<file path="src/rtl/sdsr_pkg.sv">
// constants and codes for the sd card spi reset and block read sequencer
package sdsr_pkg;

  localparam int unsigned BLOCK_BYTES = 512;
  localparam int unsigned IDLE_BYTES  = 15;

  localparam int unsigned CNT_W   = 10;
  localparam int unsigned PHASE_W = 4;
  localparam int unsigned PADDR_W = 3;

  // actions
  localparam logic [1:0] ACT_RESET     = 2'd0;
  localparam logic [1:0] ACT_SECT_READ = 2'd1;
  localparam logic [1:0] ACT_BYTE_READ = 2'd2;
  localparam logic [1:0] ACT_RX        = 2'd3;

  // sequencer phases
  localparam logic [PHASE_W-1:0] PH_IDLE  = 4'd0;
  localparam logic [PHASE_W-1:0] PH_WAKE  = 4'd1;
  localparam logic [PHASE_W-1:0] PH_PRE   = 4'd2;
  localparam logic [PHASE_W-1:0] PH_BODY  = 4'd3;
  localparam logic [PHASE_W-1:0] PH_POLL  = 4'd4;
  localparam logic [PHASE_W-1:0] PH_TOKEN = 4'd5;
  localparam logic [PHASE_W-1:0] PH_DATA  = 4'd6;
  localparam logic [PHASE_W-1:0] PH_CRC   = 4'd7;
  localparam logic [PHASE_W-1:0] PH_TRAIL = 4'd8;

  // command in flight
  typedef enum logic [1:0] {
    CM_RESET0    = 2'd0,
    CM_LEN_FINAL = 2'd1,
    CM_LEN_SET   = 2'd2,
    CM_READ      = 2'd3
  } cmd_e;

  // status codes
  localparam logic [1:0] ST_OK         = 2'd0;
  localparam logic [1:0] ST_RESET_FAIL = 2'd1;
  localparam logic [1:0] ST_READ_FAIL  = 2'd2;

  // register indexes
  localparam logic [PADDR_W-3:0] REG_TRY_LIMIT = '0;

  localparam logic [7:0] TRY_LIMIT_RESET = 8'd200;

  localparam logic [7:0] CMD_START  = 8'h40;
  localparam logic [7:0] CMD0_CRC   = 8'h95;
  localparam logic [7:0] DATA_TOKEN = 8'hfe;
  localparam logic [7:0] FILL_BYTE  = 8'hff;
  localparam logic [7:0] R1_IDLE    = 8'h01;
  localparam logic [7:0] R1_READY   = 8'h00;
  localparam logic [7:0] CMD_NUM_0  = 8'd0;
  localparam logic [7:0] CMD_NUM_16 = 8'd16;
  localparam logic [7:0] CMD_NUM_17 = 8'd17;

  localparam logic [CNT_W-1:0] PRE_BYTES  = 10'd3;
  localparam logic [CNT_W-1:0] BODY_BYTES = 10'd6;
  localparam logic [CNT_W-1:0] CRC_BYTES  = 10'd2;

  typedef struct packed {
    logic [7:0] tx_byte;
    logic       chip_select;
    logic       transfer;
    logic [7:0] data_byte;
    logic       data_valid;
    logic       done_res;
    logic [1:0] status;
  } res_t;

endpackage

</file>
<file path="src/rtl/sd_spi_reset_and_block_read_core.sv">
// sd card spi-mode sequencer: cmd0 reset, cmd16 block length, cmd17 block and byte reads
//
// Each input beat is one step of the sequencer and yields exactly one result beat: either
// a request for one SPI byte exchange (tx_byte_o, chip_select_o, transfer_o), a done
// report with status_o, or, when idle, only the chip_select_o level. Start a reset,
// sector read or byte read with action 0, 1 or 2; hand each received byte back with
// action 3, which also advances the sequence. The beat goes from the input register
// through the step logic into the output register, so a new beat is taken every clock
// while results are drained, and the input register holds one more beat on an output stall.
// try_limit (APB address 0) bounds reply polls per command and command retries.
module sd_spi_reset_and_block_read_core
  import sdsr_pkg::*;
(
  input  logic               clk_i,
  input  logic               rst_ni,

  input  logic               in_valid_i,
  output logic               in_stall_o,
  input  logic [1:0]         action_i,
  input  logic [31:0]        address_i,
  input  logic [9:0]         length_i,
  input  logic [7:0]         rx_byte_i,

  output logic               out_valid_o,
  input  logic               out_stall_i,
  output logic [7:0]         tx_byte_o,
  output logic               chip_select_o,
  output logic               transfer_o,
  output logic [7:0]         data_byte_o,
  output logic               data_valid_o,
  output logic               done_res_o,
  output logic [1:0]         status_o,

  input  logic               psel,
  input  logic               penable,
  input  logic               pwrite,
  input  logic [PADDR_W-1:0] paddr,
  input  logic [31:0]        pwdata,
  output logic [31:0]        prdata,
  output logic               pready
);

  // configuration
  logic [7:0] try_limit_q;
  logic       reg_sel;

  assign pready  = 1'b1;
  assign reg_sel = (paddr[PADDR_W-1:2] == REG_TRY_LIMIT);
  assign prdata  = reg_sel ? {24'd0, try_limit_q} : 32'd0;

  always_ff @(posedge clk_i or negedge rst_ni) begin
    if (!rst_ni) begin
      try_limit_q <= TRY_LIMIT_RESET;
    end else if (psel && penable && pwrite && reg_sel) begin
      try_limit_q <= pwdata[7:0];
    end
  end

  // input register
  logic        inv_q;
  logic [1:0]  act_q;
  logic [31:0] addr_in_q;
  logic [9:0]  len_in_q;
  logic [7:0]  rx_q;
  logic        outv_q;
  logic        adv;

  assign adv        = inv_q && (!outv_q || !out_stall_i);
  assign in_stall_o = inv_q && outv_q && out_stall_i;

  always_ff @(posedge clk_i or negedge rst_ni) begin
    if (!rst_ni) begin
      inv_q <= 1'b0;
    end else if (!in_stall_o) begin
      inv_q <= in_valid_i;
    end
  end

  always_ff @(posedge clk_i) begin
    if (in_valid_i && !in_stall_o) begin
      act_q     <= action_i;
      addr_in_q <= address_i;
      len_in_q  <= length_i;
      rx_q      <= rx_byte_i;
    end
  end

  // sequencer state
  logic [PHASE_W-1:0] ph_q, ph_d;
  logic [1:0]         mode_q, mode_d;
  logic [CNT_W-1:0]   bc_q, bc_d;
  logic [7:0]         pc_q, pc_d;
  logic [7:0]         rc_q, rc_d;
  logic [31:0]        addr_q, addr_d;
  logic [CNT_W-1:0]   len_q, len_d;
  cmd_e               cmd_q, cmd_d;
  logic               rfail_q, rfail_d;
  logic               cs_lvl_q, cs_lvl_d;

  res_t res_d, res_q;

  logic [CNT_W:0]   bc_inc;
  logic [7:0]       pc_inc;
  logic [7:0]       rc_inc;
  logic [CNT_W:0]   total;
  logic [7:0]       expect_b;
  logic [31:0]      sect_arg;
  logic [31:0]      arg;
  logic [7:0]       cmd_num;
  logic             idle_step;
  logic             fin;
  logic [1:0]       fin_code;
  logic             matched;
  logic             cmd_over;

  assign bc_inc   = {1'b0, bc_q} + 1'b1;
  assign pc_inc   = (pc_q == 8'hff) ? pc_q : pc_q + 8'd1;
  assign rc_inc   = (rc_q == 8'hff) ? rc_q : rc_q + 8'd1;
  assign total    = (mode_q == ACT_BYTE_READ) ? {1'b0, len_q} : (CNT_W+1)'(BLOCK_BYTES);
  assign expect_b = (cmd_q == CM_RESET0) ? R1_IDLE : R1_READY;
  assign matched  = (rx_q == expect_b);
  assign cmd_over = matched || (pc_inc >= try_limit_q);

  always_comb begin
    ph_d      = ph_q;
    mode_d    = mode_q;
    bc_d      = bc_q;
    pc_d      = pc_q;
    rc_d      = rc_q;
    addr_d    = addr_q;
    len_d     = len_q;
    cmd_d     = cmd_q;
    rfail_d   = rfail_q;
    cs_lvl_d  = cs_lvl_q;
    idle_step = 1'b0;
    fin       = 1'b0;
    fin_code  = ST_OK;
    res_d     = '0;

    unique case (act_q)
      ACT_RESET: begin
        mode_d  = ACT_RESET;
        rfail_d = 1'b0;
        rc_d    = '0;
        ph_d    = PH_WAKE;
        bc_d    = '0;
      end
      ACT_SECT_READ, ACT_BYTE_READ: begin
        mode_d = act_q;
        addr_d = addr_in_q;
        rc_d   = '0;
        ph_d   = PH_PRE;
        bc_d   = '0;
        pc_d   = '0;
        if (act_q == ACT_BYTE_READ) begin
          len_d = len_in_q;
          cmd_d = CM_LEN_SET;
        end else begin
          cmd_d = CM_READ;
        end
      end
      default: begin
        unique case (ph_q)
          PH_IDLE: begin
            idle_step = 1'b1;
          end
          PH_WAKE: begin
            bc_d = bc_inc[CNT_W-1:0];
            if (bc_inc >= (CNT_W+1)'(IDLE_BYTES)) begin
              rc_d  = '0;
              cmd_d = CM_RESET0;
              ph_d  = PH_PRE;
              bc_d  = '0;
              pc_d  = '0;
            end
          end
          PH_PRE: begin
            bc_d = bc_inc[CNT_W-1:0];
            if (bc_inc >= {1'b0, PRE_BYTES}) begin
              ph_d = PH_BODY;
              bc_d = '0;
            end
          end
          PH_BODY: begin
            bc_d = bc_inc[CNT_W-1:0];
            if (bc_inc >= {1'b0, BODY_BYTES}) begin
              ph_d = PH_POLL;
              pc_d = '0;
            end
          end
          PH_POLL: begin
            pc_d = pc_inc;
            if (cmd_over) begin
              unique case (cmd_q)
                CM_RESET0: begin
                  rc_d = rc_inc;
                  if (matched) begin
                    rfail_d = 1'b0;
                    ph_d    = PH_TRAIL;
                  end else if (rc_inc >= try_limit_q) begin
                    rfail_d = 1'b1;
                    ph_d    = PH_TRAIL;
                  end else begin
                    ph_d = PH_PRE;
                    bc_d = '0;
                    pc_d = '0;
                  end
                end
                CM_LEN_FINAL: begin
                  fin = 1'b1;
                end
                CM_LEN_SET: begin
                  rc_d  = '0;
                  cmd_d = CM_READ;
                  ph_d  = PH_PRE;
                  bc_d  = '0;
                  pc_d  = '0;
                end
                default: begin
                  rc_d = rc_inc;
                  if (matched) begin
                    ph_d = PH_TOKEN;
                  end else if (rc_inc >= try_limit_q) begin
                    fin      = 1'b1;
                    fin_code = ST_READ_FAIL;
                  end else begin
                    ph_d = PH_PRE;
                    bc_d = '0;
                    pc_d = '0;
                  end
                end
              endcase
            end
          end
          PH_TOKEN: begin
            if (rx_q == DATA_TOKEN) begin
              bc_d = '0;
              ph_d = (total == '0) ? PH_CRC : PH_DATA;
            end
          end
          PH_DATA: begin
            res_d.data_byte  = rx_q;
            res_d.data_valid = 1'b1;
            bc_d             = bc_inc[CNT_W-1:0];
            if (bc_inc >= total) begin
              ph_d = PH_CRC;
              bc_d = '0;
            end
          end
          PH_CRC: begin
            bc_d = bc_inc[CNT_W-1:0];
            if (bc_inc >= {1'b0, CRC_BYTES}) begin
              ph_d = PH_TRAIL;
            end
          end
          default: begin
            if ((mode_q == ACT_RESET && !rfail_q) || mode_q == ACT_BYTE_READ) begin
              cmd_d = CM_LEN_FINAL;
              ph_d  = PH_PRE;
              bc_d  = '0;
              pc_d  = '0;
            end else begin
              fin      = 1'b1;
              fin_code = (mode_q == ACT_RESET) ? ST_RESET_FAIL : ST_OK;
            end
          end
        endcase
      end
    endcase

    if (fin) begin
      ph_d     = PH_IDLE;
      cs_lvl_d = 1'b0;
    end

    // command framing from the next state
    sect_arg = addr_d * 32'(BLOCK_BYTES);
    unique case (cmd_d)
      CM_RESET0:    arg = 32'd0;
      CM_LEN_FINAL: arg = 32'(BLOCK_BYTES);
      CM_LEN_SET:   arg = {22'd0, len_d};
      default:      arg = (mode_d == ACT_SECT_READ) ? sect_arg : addr_d;
    endcase
    unique case (cmd_d)
      CM_RESET0: cmd_num = CMD_NUM_0;
      CM_READ:   cmd_num = CMD_NUM_17;
      default:   cmd_num = CMD_NUM_16;
    endcase

    if (idle_step) begin
      res_d.chip_select = cs_lvl_q;
    end else if (fin) begin
      res_d.done_res = 1'b1;
      res_d.status   = fin_code;
    end else begin
      res_d.transfer = 1'b1;
      res_d.tx_byte  = FILL_BYTE;
      if (ph_d == PH_WAKE || ph_d == PH_PRE) begin
        res_d.chip_select = 1'b1;
      end else if (ph_d == PH_BODY) begin
        priority case (bc_d)
          10'd0:   res_d.tx_byte = CMD_START | cmd_num;
          10'd1:   res_d.tx_byte = arg[31:24];
          10'd2:   res_d.tx_byte = arg[23:16];
          10'd3:   res_d.tx_byte = arg[15:8];
          10'd4:   res_d.tx_byte = arg[7:0];
          default: res_d.tx_byte = (cmd_d == CM_RESET0) ? CMD0_CRC : FILL_BYTE;
        endcase
      end
    end
  end

  always_ff @(posedge clk_i or negedge rst_ni) begin
    if (!rst_ni) begin
      ph_q     <= PH_IDLE;
      mode_q   <= ACT_RESET;
      bc_q     <= '0;
      pc_q     <= '0;
      rc_q     <= '0;
      addr_q   <= '0;
      len_q    <= CNT_W'(BLOCK_BYTES);
      cmd_q    <= CM_RESET0;
      rfail_q  <= 1'b0;
      cs_lvl_q <= 1'b1;
    end else if (adv) begin
      ph_q     <= ph_d;
      mode_q   <= mode_d;
      bc_q     <= bc_d;
      pc_q     <= pc_d;
      rc_q     <= rc_d;
      addr_q   <= addr_d;
      len_q    <= len_d;
      cmd_q    <= cmd_d;
      rfail_q  <= rfail_d;
      cs_lvl_q <= cs_lvl_d;
    end
  end

  // output register
  always_ff @(posedge clk_i or negedge rst_ni) begin
    if (!rst_ni) begin
      outv_q <= 1'b0;
    end else if (adv) begin
      outv_q <= 1'b1;
    end else if (!out_stall_i) begin
      outv_q <= 1'b0;
    end
  end

  always_ff @(posedge clk_i) begin
    if (adv) begin
      res_q <= res_d;
    end
  end

  assign out_valid_o   = outv_q;
  assign tx_byte_o     = res_q.tx_byte;
  assign chip_select_o = res_q.chip_select;
  assign transfer_o    = res_q.transfer;
  assign data_byte_o   = res_q.data_byte;
  assign data_valid_o  = res_q.data_valid;
  assign done_res_o    = res_q.done_res;
  assign status_o      = res_q.status;

endmodule

</file>
<file path="config.mk">
export PLATFORM = sky130hd
export DESIGN_NAME = sd_spi_reset_and_block_read_core
export DESIGN_NICKNAME = d
export VERILOG_FILES = /design/src/rtl/sdsr_pkg.sv /design/src/rtl/sd_spi_reset_and_block_read_core.sv
export SDC_FILE = /design/constraint.sdc
export NUM_CORES = 1
export LEC_CHECK = 0
export BUFFER_PORTS_ARGS = -buffer_cell sky130_fd_sc_hd__buf_2
export CAP_MARGIN = 10
export CELL_PAD_IN_SITES_DETAIL_PLACEMENT = 0
export CELL_PAD_IN_SITES_GLOBAL_PLACEMENT = 1
export CORE_ASPECT_RATIO = 1.2
export CORE_MARGIN = 1.5
export CORE_UTILIZATION = 45
export CTS_BUF_LIST = sky130_fd_sc_hd__clkbuf_4
export CTS_CLUSTER_DIAMETER = 100
export DETAILED_ROUTE_END_ITERATION = 7
export GPL_TIMING_DRIVEN = 0
export PLACE_DENSITY = 0.91
export SLEW_MARGIN = 10
export SYNTH_ARGS = -nofsm -noshare
export SYNTH_HDL_FRONTEND = slang
export SYNTH_SLANG_ARGS = --single-unit
</file>
<file path="constraint.sdc">
create_clock -name clk_i -period 6.6 [get_ports clk_i]
set_input_delay 1.98 -clock clk_i [delete_from_list [all_inputs] [get_ports clk_i]]
set_output_delay 1.98 -clock clk_i [all_outputs]
set_load 0.05 [all_outputs]
</file>
Yosys cells after proc, flatten, opt, wreduce, memory -nomap -nowiden

Cells that the tools add are included.

$add $sub $neg: 3
Multiply operators: 0
Divide/modulo/power cells: 0
Order comparisons: 7
Equal/unequal tests: 34
Shift operators: 0
Multiplexer cells: 94
Bitwise operators: 5
Reductions and logical operators: 44

Operator list:

| operator                | number |
|---|---|
| $mux W10                | 12 |
| $mux W8                 | 13 |
| $pmux W32 S3            | 1 |
| $pmux W10 S7            | 1 |
| $mux W32                | 2 |
| $pmux W8 S2             | 4 |
| $mux W4                 | 13 |
| $pmux W8 S5             | 1 |
| $pmux W4 S8             | 1 |
| $pmux W8 S4             | 1 |
| $eq A8 B8 Y1 const B    | 3 |
| $ge A11 B2 Y1 const B   | 2 |
| $mux W1                 | 22 |
| $eq A10 B2 Y1 const B   | 2 |
| $mux W2                 | 10 |
| $pmux W10 S2            | 1 |
| $add A8 B1 Y8 const B   | 2 |
| $eq A4 B2 Y1 const B    | 4 |
| $eq A4 B3 Y1 const B    | 4 |
| $ge A8 B8 Y1            | 2 |
| $pmux W2 S2             | 3 |
| $pmux W4 S3             | 1 |
| $reduce_and A6 Y1       | 2 |
| $add A10 B1 Y11 const B | 1 |
| other kinds (37)        | 79 |

Flip-flop bits (word level): 162
Bits in latches: 0
Memory bits (writable): 0
ROM bits: 0
Bits of input ports: 94
Output and inout bits: 57
Word-level logic and storage cells: 211
Memories: 0

Depth between registers and ports, before layout

Gate-level depths: netlist of the first run.

Depth after elaboration: 15
Depth in mapped cells: 20
Depth with buffers taken out: 19

Least setup slack after synthesis of the first run

OpenSTA, ideal clock, no wires.

Path kind: input to output
Start point: in paddr[2]
End point: out prdata[0]
Arrival: 2.854 ns
Data required time: 4.620 ns
Setup slack: 1.766 ns
Stages: 2
Buffers on the path: 1
Cell sequence: clkbuf_1 -> nor2b_1

Cells in the longest elaborated chain, start to end: 1

RTL lines:

| element     | line                                   | text |
|---|---|---|
| from (decl) | sd_spi_reset_and_block_read_core.sv:37 | `input logic [PADDR_W-1:0] paddr,` |
| $mux W8     | sd_spi_reset_and_block_read_core.sv:49 | `assign prdata = reg_sel ? {24'd0, try_limit_q} : 32'd0;` |
| to (decl)   | sd_spi_reset_and_block_read_core.sv:39 | `output logic [31:0] prdata,` |

No other way between the ends.

Worst setup path in the final report of the first run

Start point: reg rc_q[0]
End point: reg res_q (netlist bit tx_byte_o[1]) (data pin)

Cells in the longest elaborated chain, start to end: 13
Elaborated cells on any way between the ends: 38
Those cells by class: add/sub: 1; order compare: 1; eq/ne: 8; mux: 25; reduce/logical: 3

RTL lines:

| element                                       | line                                                                             | text |
|---|---|---|
| from (decl)                                   | sd_spi_reset_and_block_read_core.sv:93                                           | `logic [7:0] rc_q, rc_d;` |
| from (signal assigned)                        | sd_spi_reset_and_block_read_core.sv:330                                          | `rc_q <= rc_d;` |
| $add A8 B1 Y8 or $eq A8 B8 Y1 (tied branches) | sd_spi_reset_and_block_read_core.sv:118                                          | `assign rc_inc = (rc_q == 8'hff) ? rc_q : rc_q + 8'd1;` |
| $mux W8 (*)                                   | sd_spi_reset_and_block_read_core.sv:118                                          |  |
| $ge A8 B8 Y1 (*)                              | sd_spi_reset_and_block_read_core.sv:200, sd_spi_reset_and_block_read_core.sv:223 |  |
| $mux W10, or another cell as far along        | sd_spi_reset_and_block_read_core.sv:200, sd_spi_reset_and_block_read_core.sv:223 |  |
| $mux W10, or another cell as far along        | sd_spi_reset_and_block_read_core.sv:221                                          | `if (matched) begin` |
| $pmux W10 S2, or another cell as far along    | sd_spi_reset_and_block_read_core.sv:194                                          | `unique case (cmd_q)` |
| $mux W10, or another cell as far along        | sd_spi_reset_and_block_read_core.sv:193                                          | `if (cmd_over) begin` |
| $pmux W10 S7, or another cell as far along    | sd_spi_reset_and_block_read_core.sv:163                                          | `unique case (ph_q)` |
| $mux W10, or another cell as far along        | sd_spi_reset_and_block_read_core.sv:140                                          | `unique case (act_q)` |
| $eq A10 B3 Y1, or another cell as far along   | sd_spi_reset_and_block_read_core.sv:301                                          | `priority case (bc_d)` |
| $pmux W8 S5, or another cell as far along     | sd_spi_reset_and_block_read_core.sv:301                                          |  |
| $mux W8 or $logic_or A1 B1 Y1 (tied branches) | sd_spi_reset_and_block_read_core.sv:300, sd_spi_reset_and_block_read_core.sv:298 |  |
| $mux W8                                       | sd_spi_reset_and_block_read_core.sv:298                                          | `if (ph_d == PH_WAKE \|\| ph_d == PH_PRE) begin` |
| to (signal assigned)                          | sd_spi_reset_and_block_read_core.sv:352                                          | `res_q <= res_d;` |
| to (decl)                                     | sd_spi_reset_and_block_read_core.sv:100                                          | `res_t res_d, res_q;` |

Every way passes the cells marked *; elsewhere a longest branch is shown, timed or not.
A chain may end at the register's enable or synchronous reset.

==> flow_metrics.tcl, run 1 <==
set metrics [dict create \
    worst_r2r_startpoint "rc_q[0]$_DFFE_PN0P_" \
    ys_warn_count 0 \
    pwr_density_cell_nw_per_um2 247 \
    synthDominantCellAreaShare_pct 22.8 \
    fp.coreArea_um2 21100 \
    clk_pin_slew_worst_paths_ns 0.15 \
    tritoncts.num_buffers 17 \
    yosysSeqAreaShare_pct 45.5 \
    maxCapViolCount 0 \
    detail_route.drc_violations 0 \
    timing.slew.headroom_pct 35.8 \
    worst_ep_arrival_time_ns 5.43 \
    timing.critical_path.slowest_cell_delay_ns 0.47 \
    cp_max_fo 8 \
    fin_skew_ns 0.0233 \
    ys.flop_type "sky130_fd_sc_hd__dfrtp_1" \
    postSynthCellCount 887 \
    worst-slew-pin-transition_ns 0.957 \
    hold_path_class "reg2reg" \
    place_hpwl_um 17700 \
    horiz_die_dim_um 137 \
    final-setup-viol-count 0 \
    via_count_of_the_first_global_routing_pass 7114 \
    design.die.area_um2 22600 \
    path_cells "ha_1 > nand2_1 > nor2_1 > nand2_1 > nand2b_1 > inv_1 > nand3_1 > xnor2_1 > ha_1 > a211oi_1 > nor2_1 > a211oi_2 > o22ai_1 > a31o_2 > and2_1 > a211o_1 > nor3_1 > o21ai_1 > o31a_1" \
    synth.ff_latch_count 162 \
    clock_tree_from_tritoncts "yes" \
    clock_root_buffer "sky130_fd_sc_hd__clkbuf_4" \
    clkLatencyLatePin_ns 0.58 \
    post-route-period-util_pct 77.2 \
    timing.critical_path.to "tx_byte_o[1]$_SDFFCE_PP0P_" \
    clock_sinks 162 \
    grt_pass1_wl_um 36800 \
    initialDrtViolationCount 482 \
    rsz0062_at_grt "no" \
    critPathRequiredTime_ns 6.93 \
    timing.fmax_ghz 0.196 \
    finalHoldViolations 0 \
    worst-setup-path-type "reg2reg" \
    post-cts-setup-buffers 0 \
    die_h_um 164 \
    layout.nets 1163 \
    worstSetupEndpointType "flop" \
    postSynth.asyncResetShare_pct 54.3 \
    status "finished, final reports clean" \
    num_io_pins 151 \
    routed-via-count 7435 \
    buffer_ports.inserted 98 \
    totalWireLength_um 23500 \
    critical_path.reg2reg.endpoint "tx_byte_o[1]$_SDFFCE_PP0P_" \
    synth_area_leaders "sky130_fd_sc_hd__edfxtp_1, sky130_fd_sc_hd__dfrtp_1, sky130_fd_sc_hd__mux2_2, sky130_fd_sc_hd__ha_1, sky130_fd_sc_hd__mux4_2" \
    overflow 0 \
    clockBufferDepth 2 \
    final.min_clock_period_ns 5.10 \
    post_synth_num_cell_types 75 \
    p_leak_nw 4.67 \
    drive_above_1_share_pct 27.5 \
    ant_nets 0 \
    regToRegSetupSlack_ns 1.50 \
    synth_enable_flop_cells 74 \
    gr-usage-all-layers_pct 21.5 \
    synth_top_area_cell "sky130_fd_sc_hd__edfxtp_1" \
    syn_area_per_cell_um2 11.0 \
    vdd_ir_drop_max_mv 0.140 \
    antenna_found_initial 1 \
    vias_per_cell 5.66 \
    floorplan.initialDensity_pct 46.1 \
    largest_net_degree_at_the_start_of_global_routing 46 \
    worst_setup_path_start_kind "flop" \
    area_growth_syn_to_layout_pct 13.4 \
    crit_slowest_cell "sky130_fd_sc_hd__dfrtp_1" \
    total_power_w 0.00272 \
    ff_to_ff_path_depth 19 \
    cts_repair_resize_count 0 \
    quantity_of_hold_fixing_buffers_added_after_cts 0 \
    finalWeightedCongestion 0.926 \
    rows 58 \
    critical_path.startpoint "rc_q[0]$_DFFE_PN0P_" \
    setup_tns_ns 0 \
    cts-htree-levels 4 \
    synth_area_um2 9750 \
    drt_first_pass_iters 5 \
    finalMaxSlewViolations 0 \
    wire_per_inst_um 17.9 \
]
[per-layer routing]
| metal | global-route usage [%] | part of all wire (%) |
|---|---|---|
| met5 | 0 | 0 |
| met4 | 8.61 | 3.4 |
| met3 | 3.27 | 5.4 |
| met2 | 38.4 | 51 |
| met1 | 25.7 | 40 |
[Yosys cell counts (23+ instances only)]
cell type and n:
sky130_fd_sc_hd__o21ai_0 36, sky130_fd_sc_hd__mux2_2 63, sky130_fd_sc_hd__dfrtp_1 83, sky130_fd_sc_hd__a21oi_1 33, sky130_fd_sc_hd__nor2b_1 23, sky130_fd_sc_hd__nor2_1 52
sky130_fd_sc_hd__edfxtp_1 74, sky130_fd_sc_hd__clkbuf_1 27, sky130_fd_sc_hd__ha_1 40, sky130_fd_sc_hd__nor3_1 24, sky130_fd_sc_hd__buf_4 29, sky130_fd_sc_hd__nand2_1 77
[how the worst min path moves through the flow]
stage                            end  cells past startpoint  slack [ns]                  start
2_1_floorplan  addr_q[4]$_DFFE_PN0P_                      2        0.45  addr_q[4]$_DFFE_PN0P_
3_3_place_gp    cs_lvl_q$_DFFE_PN1P_                      1        0.47   cs_lvl_q$_DFFE_PN1P_
3_5_place_dp   addr_q[4]$_DFFE_PN0P_                      2        0.48  addr_q[4]$_DFFE_PN0P_
4_1_cts         cs_lvl_q$_DFFE_PN1P_                      1        0.49   cs_lvl_q$_DFFE_PN1P_
5_1_grt         cs_lvl_q$_DFFE_PN1P_                      1        0.50   cs_lvl_q$_DFFE_PN1P_
6_report        cs_lvl_q$_DFFE_PN1P_                      1        0.49   cs_lvl_q$_DFFE_PN1P_
[critical path: cells and delay by family (launching register included)]
kind | cells | cell delay, ns
AO/OA/AOI/OAI | 7 | 2.17
AND/OR/NAND/NOR | 8 | 1.32
adder cells (fa/ha/maj) | 2 | 0.55
flip-flops | 1 | 0.47
XOR/XNOR | 1 | 0.26
buffers and inverters | 1 | 0.08
[cells in the final DEF (no fill, tap or decap), types with 30 or more instances in the layout]
cell,count
sky130_fd_sc_hd__buf_4,30
sky130_fd_sc_hd__nand2_1,77
sky130_fd_sc_hd__nor2_1,52
sky130_fd_sc_hd__edfxtp_1,74
sky130_fd_sc_hd__a21oi_1,33
sky130_fd_sc_hd__dfrtp_1,83
sky130_fd_sc_hd__o21ai_0,36
sky130_fd_sc_hd__buf_2,104
sky130_fd_sc_hd__ha_1,40
sky130_fd_sc_hd__mux2_2,63
[state kept, by name, indices dropped and copies added (netlist names), 10 cells and up]
| register | flops |
|---|---|
| addr_in_q | 32 |
| addr_q | 32 |
| bc_q | 10 |
| len_in_q | 10 |
| len_q | 10 |
[through the flow]
stage | area [um^2] | setup slack, ns | hold WS, ns | utilization, % | std cells
finish | 11100 | 1.50 | 0.491 | 52.3 | 1313
global route | 11100 | 1.18 | 0.499 | 52.3 | 1313
CTS | 11000 | 1.57 | 0.494 | 52.3 | 1312
detailed placement | 10700 | 1.64 | 0.476 | 50.7 | 1280
global placement | 10700 | 1.68 | 0.469 | 50.5 | 1278
floorplan | 9830 | 1.77 | 0.449 | - | 910
[report_power, final]
part / switching, W / internal, W / total, W
sequential: 0.0000882 / 0.00119 / 0.00128
combinational: 0.000435 / 0.000311 / 0.000746
clock: 0.000386 / 0.000312 / 0.000698
[cell type report]
cell class | count | area, um^2
antenna | 1 | 2.50
buffer | 68 | 395
clock buffer | 18 | 135
clock inverter | 14 | 203
fill | 1872 | 10100
inverter | 23 | 86.3
multi-input combinational | 657 | 4920
sequential | 162 | 4430
tap | 270 | 338
timing repair buffer | 100 | 541
[kinds of logic (layout without fill, tap and decap cells)]
group / after synthesis / count (layout) / synth area share [%]
DFF: 162 / 162 / 45.5
xor gates and xnor gates: 21 / 21 / 1.89
other: 2 / 26 / 0.0771
muxes: 104 / 104 / 14.4
AOI/OAI and AO/OA: 187 / 187 / 13.4
buffers and inverters: 91 / 223 / 4.94
and+or+nand+nor: 279 / 279 / 14.6
adders and majority gates: 41 / 41 / 5.24
(Power assumes the default switching activity.)
==> run 2: changes to the inputs <==
--- a/config.mk
+++ b/config.mk
@@ -11,12 +11,12 @@
 export CELL_PAD_IN_SITES_GLOBAL_PLACEMENT = 1
 export CORE_ASPECT_RATIO = 1.2
 export CORE_MARGIN = 1.5
-export CORE_UTILIZATION = 45
+export CORE_UTILIZATION = 42
 export CTS_BUF_LIST = sky130_fd_sc_hd__clkbuf_4
 export CTS_CLUSTER_DIAMETER = 100
 export DETAILED_ROUTE_END_ITERATION = 7
 export GPL_TIMING_DRIVEN = 0
-export PLACE_DENSITY = 0.91
+export PLACE_DENSITY = 0.89
 export SLEW_MARGIN = 10
 export SYNTH_ARGS = -nofsm -noshare
 export SYNTH_HDL_FRONTEND = slang
==> constraint.sdc (replaced) <==
create_clock -name clk_i -period 4.35 [get_ports clk_i]
set_input_delay 1.305 -clock clk_i [delete_from_list [all_inputs] [get_ports clk_i]]
set_output_delay 1.305 -clock clk_i [all_outputs]
set_load 0.05 [all_outputs]
==> run 2 against run 1 <==
Core utilization decreased by 1.7 points; clock power rose by 31%; first-iteration DRC count is 12% higher; critical path depth fell by 2; design area grew 3.5%; non-clock buffer count increased by 20; sequential power is 52% higher; critical endpoint unchanged; largest cell class unchanged.
==> flow_metrics.tcl, run 2 (synthesis results as in run 1) <==
set metrics [dict create \
    tritoncts.num_buffers 17 \
    overflow 0 \
    num_io_pins 151 \
    finalWeightedCongestion 0.917 \
    largest_net_degree_at_the_start_of_global_routing 61 \
    grt_pass1_wl_um 38000 \
    total_power_w 0.00403 \
    final.min_clock_period_ns 4.21 \
    layout.nets 1183 \
    gr-usage-all-layers_pct 20.4 \
    final_cell_area_um2 11400 \
    finalMaxSlewViolations 0 \
    clk_pin_slew_worst_paths_ns 0.14 \
    layout_top_registers "addr_in_q (32), addr_q (32)" \
    p_leak_nw 4.81 \
    timing.hold.worst_path_depth 1 \
    clkLatencyLatePin_ns 0.60 \
    placedInstanceArea_um2 10800 \
    clock_tree_from_tritoncts "yes" \
    floorplan.initialDensity_pct 43.1 \
    totalWireLength_um 24300 \
    horiz_die_dim_um 142 \
    drt_first_pass_iters 6 \
    ff_to_ff_path_depth 17 \
    place_hpwl_um 17900 \
    setup_tns_ns 0 \
    hold_ws_ns 0.497 \
    worst_hold_path.endpoint "cs_lvl_q$_DFFE_PN1P_" \
    cp_max_fo 10 \
    clock_sinks 162 \
    worst-setup-path-type "reg2reg" \
    critPathRequiredTime_ns 4.70 \
    status "finished, final reports clean" \
    clock_root_buffer "sky130_fd_sc_hd__clkbuf_4" \
    post-route-period-util_pct 96.7 \
    cts-htree-levels 4 \
    wire_per_inst_um 17.7 \
    initialDrtViolationCount 539 \
    routed-via-count 7559 \
    fp.coreArea_um2 22600 \
    via_count_of_the_first_global_routing_pass 7269 \
    timing.fmax_ghz 0.238 \
    most-common-layout-cells "sky130_fd_sc_hd__buf_2, sky130_fd_sc_hd__dfrtp_1, sky130_fd_sc_hd__edfxtp_1, sky130_fd_sc_hd__nand2_1, sky130_fd_sc_hd__mux2_2" \
    pwr_density_cell_nw_per_um2 352 \
    worst_ep_arrival_time_ns 4.56 \
    final-setup-viol-count 0 \
    quantity_of_hold_fixing_buffers_added_after_cts 0 \
    antenna_found_initial 1 \
    rows 60 \
    critical_path.reg2reg.endpoint "tx_byte_o[1]$_SDFFCE_PP0P_" \
    vdd_ir_drop_max_mv 0.273 \
    most_frequent_standard_cell_in_the_layout_excluding_fill_and_tap_cells "sky130_fd_sc_hd__buf_2" \
    worst_setup_path_start_kind "flop" \
    worstSetupEndpointType "flop" \
    buffer_ports.inserted 98 \
    timing.slew.headroom_pct 33.2 \
    vias_per_cell 5.50 \
    ant_nets 0 \
    maxCapViolCount 0 \
    finalHoldViolations 0 \
    fin_skew_ns 0.0274 \
    drive_above_1_share_pct 32.7 \
    design.die.area_um2 24100 \
    die_h_um 170 \
    area_growth_syn_to_layout_pct 17.4 \
    detail_route.drc_violations 0 \
    worst-slew-pin-transition_ns 0.996 \
    hold_path_class "reg2reg" \
    holdCritStartpoint "cs_lvl_q$_DFFE_PN1P_" \
    worst_r2r_startpoint "pc_q[0]$_DFFE_PN0P_" \
    clockBufferDepth 2 \
    regToRegSetupSlack_ns 0.14 \
]
[run 2: per-stage QoR]
step                      utilization, %  setup WS [ns]  instances
final                               50.6          0.142       1374
after global routing                50.6        -0.0144       1374
after floorplan                        -          0.284        910
after detailed placement            47.6         -0.585       1320
after CTS                           49.6         0.0233       1360
after global placement              47.4         -0.558       1318
[run 2: repair_timing]
item	in CTS	in global routing
setup endpoints to repair	9	8
buffers inserted	8	11
gates resized for setup	21	34
gates cloned	0	1
pin swaps	7	15
[run 2: power breakdown]
part | total, W | internal [W] | switching [W]
clock | 0.000913 | 0.000302 | 0.000611
sequential | 0.00194 | 0.00181 | 0.000132
combinational | 0.00118 | 0.000496 | 0.000681
[run 2: area by class of cell]
| class | instances | area [um^2] |
|---|---|---|
| fill | 2059 | 11200 |
| clock buffer | 17 | 128 |
| buffer | 68 | 403 |
| timing repair buffer | 120 | 692 |
| inverter | 23 | 86.3 |
| sequential | 162 | 4430 |
| clock inverter | 15 | 145 |
| tap | 310 | 388 |
| antenna | 2 | 5.00 |
| multi-input combinational | 657 | 5160 |
[run 2: worst max path at each step]
| stage | startpoint | endpoint | slack (ns) | cells after the start |
|---|---|---|---|---|
| floorplan | rc_q[0]$_DFFE_PN0P_ | tx_byte_o[1]$_SDFFCE_PP0P_ | 0.28 | 19 |
| global placement | rc_q[0]$_DFFE_PN0P_ | tx_byte_o[0]$_SDFFCE_PP0P_ | -0.56 | 19 |
| detailed placement | rc_q[0]$_DFFE_PN0P_ | tx_byte_o[6]$_SDFFCE_PP0P_ | -0.58 | 19 |
| CTS | pc_q[0]$_DFFE_PN0P_ | tx_byte_o[6]$_SDFFCE_PP0P_ | 0.02 | 17 |
| global route | pc_q[0]$_DFFE_PN0P_ | tx_byte_o[0]$_SDFFCE_PP0P_ | -0.01 | 18 |
| finish | pc_q[0]$_DFFE_PN0P_ | tx_byte_o[1]$_SDFFCE_PP0P_ | 0.14 | 17 |
[run 2: layer usage]
layer  global-route usage, %  part of all wire (%)  vias up
met2                    35.7                    51      247
met5                       0                     0        -
li1                        -                     -     3588
met4                    7.93                   3.2        0
met3                    3.94                   4.8       51
met1                    24.7                    41     3673
[run 2: worst max-delay path: stages (launching register included)]
cell                        delay, ns
sky130_fd_sc_hd__dfrtp_2         0.48
sky130_fd_sc_hd__ha_4            0.18
sky130_fd_sc_hd__nand2_1         0.09
sky130_fd_sc_hd__nor2_4          0.15
sky130_fd_sc_hd__nand3_4         0.15
sky130_fd_sc_hd__mux2_2          0.33
sky130_fd_sc_hd__ha_1            0.33
sky130_fd_sc_hd__a2111oi_4       0.09
sky130_fd_sc_hd__o311ai_4        0.41
sky130_fd_sc_hd__buf_6           0.21
sky130_fd_sc_hd__nand4_1         0.13
sky130_fd_sc_hd__a32o_1          0.36
sky130_fd_sc_hd__clkbuf_2        0.22
sky130_fd_sc_hd__nor2_1          0.18
sky130_fd_sc_hd__nor3_1          0.06
sky130_fd_sc_hd__o31ai_1         0.23
sky130_fd_sc_hd__a21oi_1         0.13
sky130_fd_sc_hd__o31a_1          0.27
==> run 3: changes to the inputs <==
--- a/config.mk
+++ b/config.mk
@@ -10,13 +10,14 @@
 export CELL_PAD_IN_SITES_DETAIL_PLACEMENT = 0
 export CELL_PAD_IN_SITES_GLOBAL_PLACEMENT = 1
 export CORE_ASPECT_RATIO = 1.2
-export CORE_MARGIN = 1.5
+export CORE_MARGIN = 2
 export CORE_UTILIZATION = 42
 export CTS_BUF_LIST = sky130_fd_sc_hd__clkbuf_4
 export CTS_CLUSTER_DIAMETER = 100
 export DETAILED_ROUTE_END_ITERATION = 7
 export GPL_TIMING_DRIVEN = 0
 export PLACE_DENSITY = 0.89
+export REMOVE_ABC_BUFFERS = 1
 export SLEW_MARGIN = 10
 export SYNTH_ARGS = -nofsm -noshare
 export SYNTH_HDL_FRONTEND = slang
==> run 3 against run 2 <==
Hold slack lost 0.0016 ns; sequential share of layout area grew 0.80 points; wire length shrank 5.9%; power grew 0.23%; core utilization shrank 1.8 points; flip-flop and latch count is the same; sequential power is essentially flat; setup slack is essentially flat; non-clock buffer count shrank 61; combinational power is essentially flat; critical endpoint is now tx_byte_o[6]$_SDFFCE_PP0P_; largest cell class unchanged; highest routed layer unchanged.
==> flow_metrics.tcl, run 3 (synthesis results as in run 1) <==
set metrics [dict create \
    pwr_density_cell_nw_per_um2 360 \
    worstSetupEndpointType "flop" \
    vdd_ir_drop_max_mv 0.259 \
    clock_sinks 162 \
    largest_net_degree_at_the_start_of_global_routing 49 \
    clkLatencyLatePin_ns 0.62 \
    layout.nets 1125 \
    worst_ep_arrival_time_ns 4.60 \
    post_route_utilization_pct 48.9 \
    wire_per_inst_um 17.3 \
    finalHoldViolations 0 \
    cp_max_fo 5 \
    clk_pin_slew_worst_paths_ns 0.17 \
    overflow 0 \
    fin_skew_ns 0.0373 \
    setup_tns_ns 0 \
    layout.filler_cells 2087 \
    worst_setup_path_start_kind "flop" \
    final-setup-viol-count 0 \
    finalWeightedCongestion 0.930 \
    num_io_pins 151 \
    vias_per_cell 5.53 \
    drive_above_1_share_pct 32.2 \
    buffer_ports.inserted 99 \
    hold_path_class "reg2reg" \
    place_hpwl_um 16500 \
    ant_nets 0 \
    grt_pass1_wl_um 36800 \
    layout_top_registers "addr_in_q (32), addr_q (32)" \
    die_h_um 171 \
    timing.fmax_ghz 0.238 \
    finalMaxSlewViolations 0 \
    antenna_found_initial 1 \
    worst-setup-path-type "reg2reg" \
    horiz_die_dim_um 143 \
    tritoncts.num_buffers 17 \
    final.min_clock_period_ns 4.21 \
    p_leak_nw 4.62 \
    most-common-layout-cells "sky130_fd_sc_hd__buf_2, sky130_fd_sc_hd__dfrtp_1, sky130_fd_sc_hd__edfxtp_1, sky130_fd_sc_hd__nand2_1, sky130_fd_sc_hd__mux2_2" \
    maxCapViolCount 0 \
    post-route-period-util_pct 96.7 \
    status "finished, final reports clean" \
    most_frequent_standard_cell_in_the_layout_excluding_fill_and_tap_cells "sky130_fd_sc_hd__buf_2" \
    detail_route.drc_violations 0 \
    worst-slew-pin-transition_ns 1.06 \
    area_growth_syn_to_layout_pct 15.2 \
    floorplan.initialDensity_pct 42.4 \
    cts-htree-levels 4 \
    clock_root_buffer "sky130_fd_sc_hd__clkbuf_4" \
    routed-via-count 7308 \
    critPathRequiredTime_ns 4.74 \
    initialDrtViolationCount 410 \
    quantity_of_hold_fixing_buffers_added_after_cts 0 \
    via_count_of_the_first_global_routing_pass 7127 \
    design.die.area_um2 24400 \
    timing.slew.headroom_pct 29.1 \
    gr-usage-all-layers_pct 19.4 \
    clock_tree_from_tritoncts "yes" \
    rows 61 \
    totalWireLength_um 22900 \
    drt_first_pass_iters 5 \
    fp.coreArea_um2 23000 \
    clockBufferDepth 2 \
]
-- run 3: cell count changes in the layout (fill, tap and decap cells not counted), sizes merged --
cell	previous run	this run
buf	161	127
clkbuf	44	17
clkinv	5	7
a22o	4	5
a41oi	4	5
bufinv	1	0
inv	31	30
o311ai	1	2
-- run 3: stage by stage --
stage	cells	setup slack, ns	area, um^2	total power [W]	hold WS, ns
floorplan	842	-0.277	9440	0.00274	0.449
global placement	1256	-1.57	10300	0.00301	0.467
detailed placement	1261	-0.697	10500	0.00306	0.475
CTS	1308	0.0122	11000	0.00403	0.499
global route	1321	-0.0315	11200	0.00425	0.523
finish	1321	0.142	11200	0.00404	0.496
-- run 3: layout make-up --
class | count | area, um^2 | share of cell area [%]
clock inverters | 15 | 165 | 1.47
well taps | 315 | 394 | 3.51
multi-input cells | 660 | 5230 | 46.6
flip-flops and latches | 162 | 4440 | 39.5
diodes | 2 | 5.00 | 0.0446
repair buffers | 127 | 777 | 6.92
clock buffers | 17 | 128 | 1.14
inverters | 23 | 86.3 | 0.769
-- run 3: repair_timing --
item / 4_1_cts / 5_1_grt
gates resized for setup: 25 / 30
cloned: 3 / 0
setup buffers: 12 / 11
pin swaps: 8 / 9
setup endpoints to repair: 8 / 8
-- run 3: report_power, final --
part	switching (W)	leakage (nW)	internal, W
clock	0.000656	0.155	0.000265
sequential	0.000145	1.79	0.00181
combinational	0.000670	2.68	0.000495
total	0.00147	4.62	0.00257
-- run 3: worst paths after layout --
kind	start	endpoint	slack [ns]	cells past startpoint
worst min register to register	cs_lvl_q$_DFFE_PN1P_	cs_lvl_q$_DFFE_PN1P_	0.50	1
max in group asynchronous	rst_ni	len_q[9]$_DFFE_PN1P_	2.97	2
worst max register to register	rc_q[1]$_DFFE_PN0P_	tx_byte_o[6]$_SDFFCE_PP0P_	0.14	21
worst min-delay path	cs_lvl_q$_DFFE_PN1P_	cs_lvl_q$_DFFE_PN1P_	0.50	1
worst max-delay path	rc_q[1]$_DFFE_PN0P_	tx_byte_o[6]$_SDFFCE_PP0P_	0.14	21
min in group asynchronous	rst_ni	try_limit_q[1]$_DFFE_PN0P_	0.66	1
-- run 3: layer usage --
| layer | GRT usage (%) | wire, um |
|---|---|---|
| met1 | 23.0 | 9370 |
| met2 | 34.2 | 11600 |
| met3 | 3.30 | 955 |
| met4 | 8.82 | 886 |
| met5 | 0 | 0 |
-- run 3: critical path: stages, from the launching register on --
cell	delay [ns]
sky130_fd_sc_hd__dfrtp_1	0.47
sky130_fd_sc_hd__ha_4	0.19
sky130_fd_sc_hd__nand2_2	0.08
sky130_fd_sc_hd__nor2_2	0.04
sky130_fd_sc_hd__nand2_2	0.08
sky130_fd_sc_hd__nand2b_1	0.08
sky130_fd_sc_hd__inv_1	0.09
sky130_fd_sc_hd__nand3_2	0.09
sky130_fd_sc_hd__xnor2_2	0.16
sky130_fd_sc_hd__ha_1	0.33
sky130_fd_sc_hd__a211oi_2	0.21
sky130_fd_sc_hd__nor2_2	0.08
sky130_fd_sc_hd__a211oi_4	0.23
sky130_fd_sc_hd__buf_6	0.16
sky130_fd_sc_hd__buf_4	0.12
sky130_fd_sc_hd__o211ai_1	0.10
sky130_fd_sc_hd__a21oi_1	0.23
sky130_fd_sc_hd__a211oi_1	0.10
sky130_fd_sc_hd__a211o_1	0.36
sky130_fd_sc_hd__nor3_4	0.35
sky130_fd_sc_hd__o21ai_4	0.14
sky130_fd_sc_hd__o31a_1	0.31
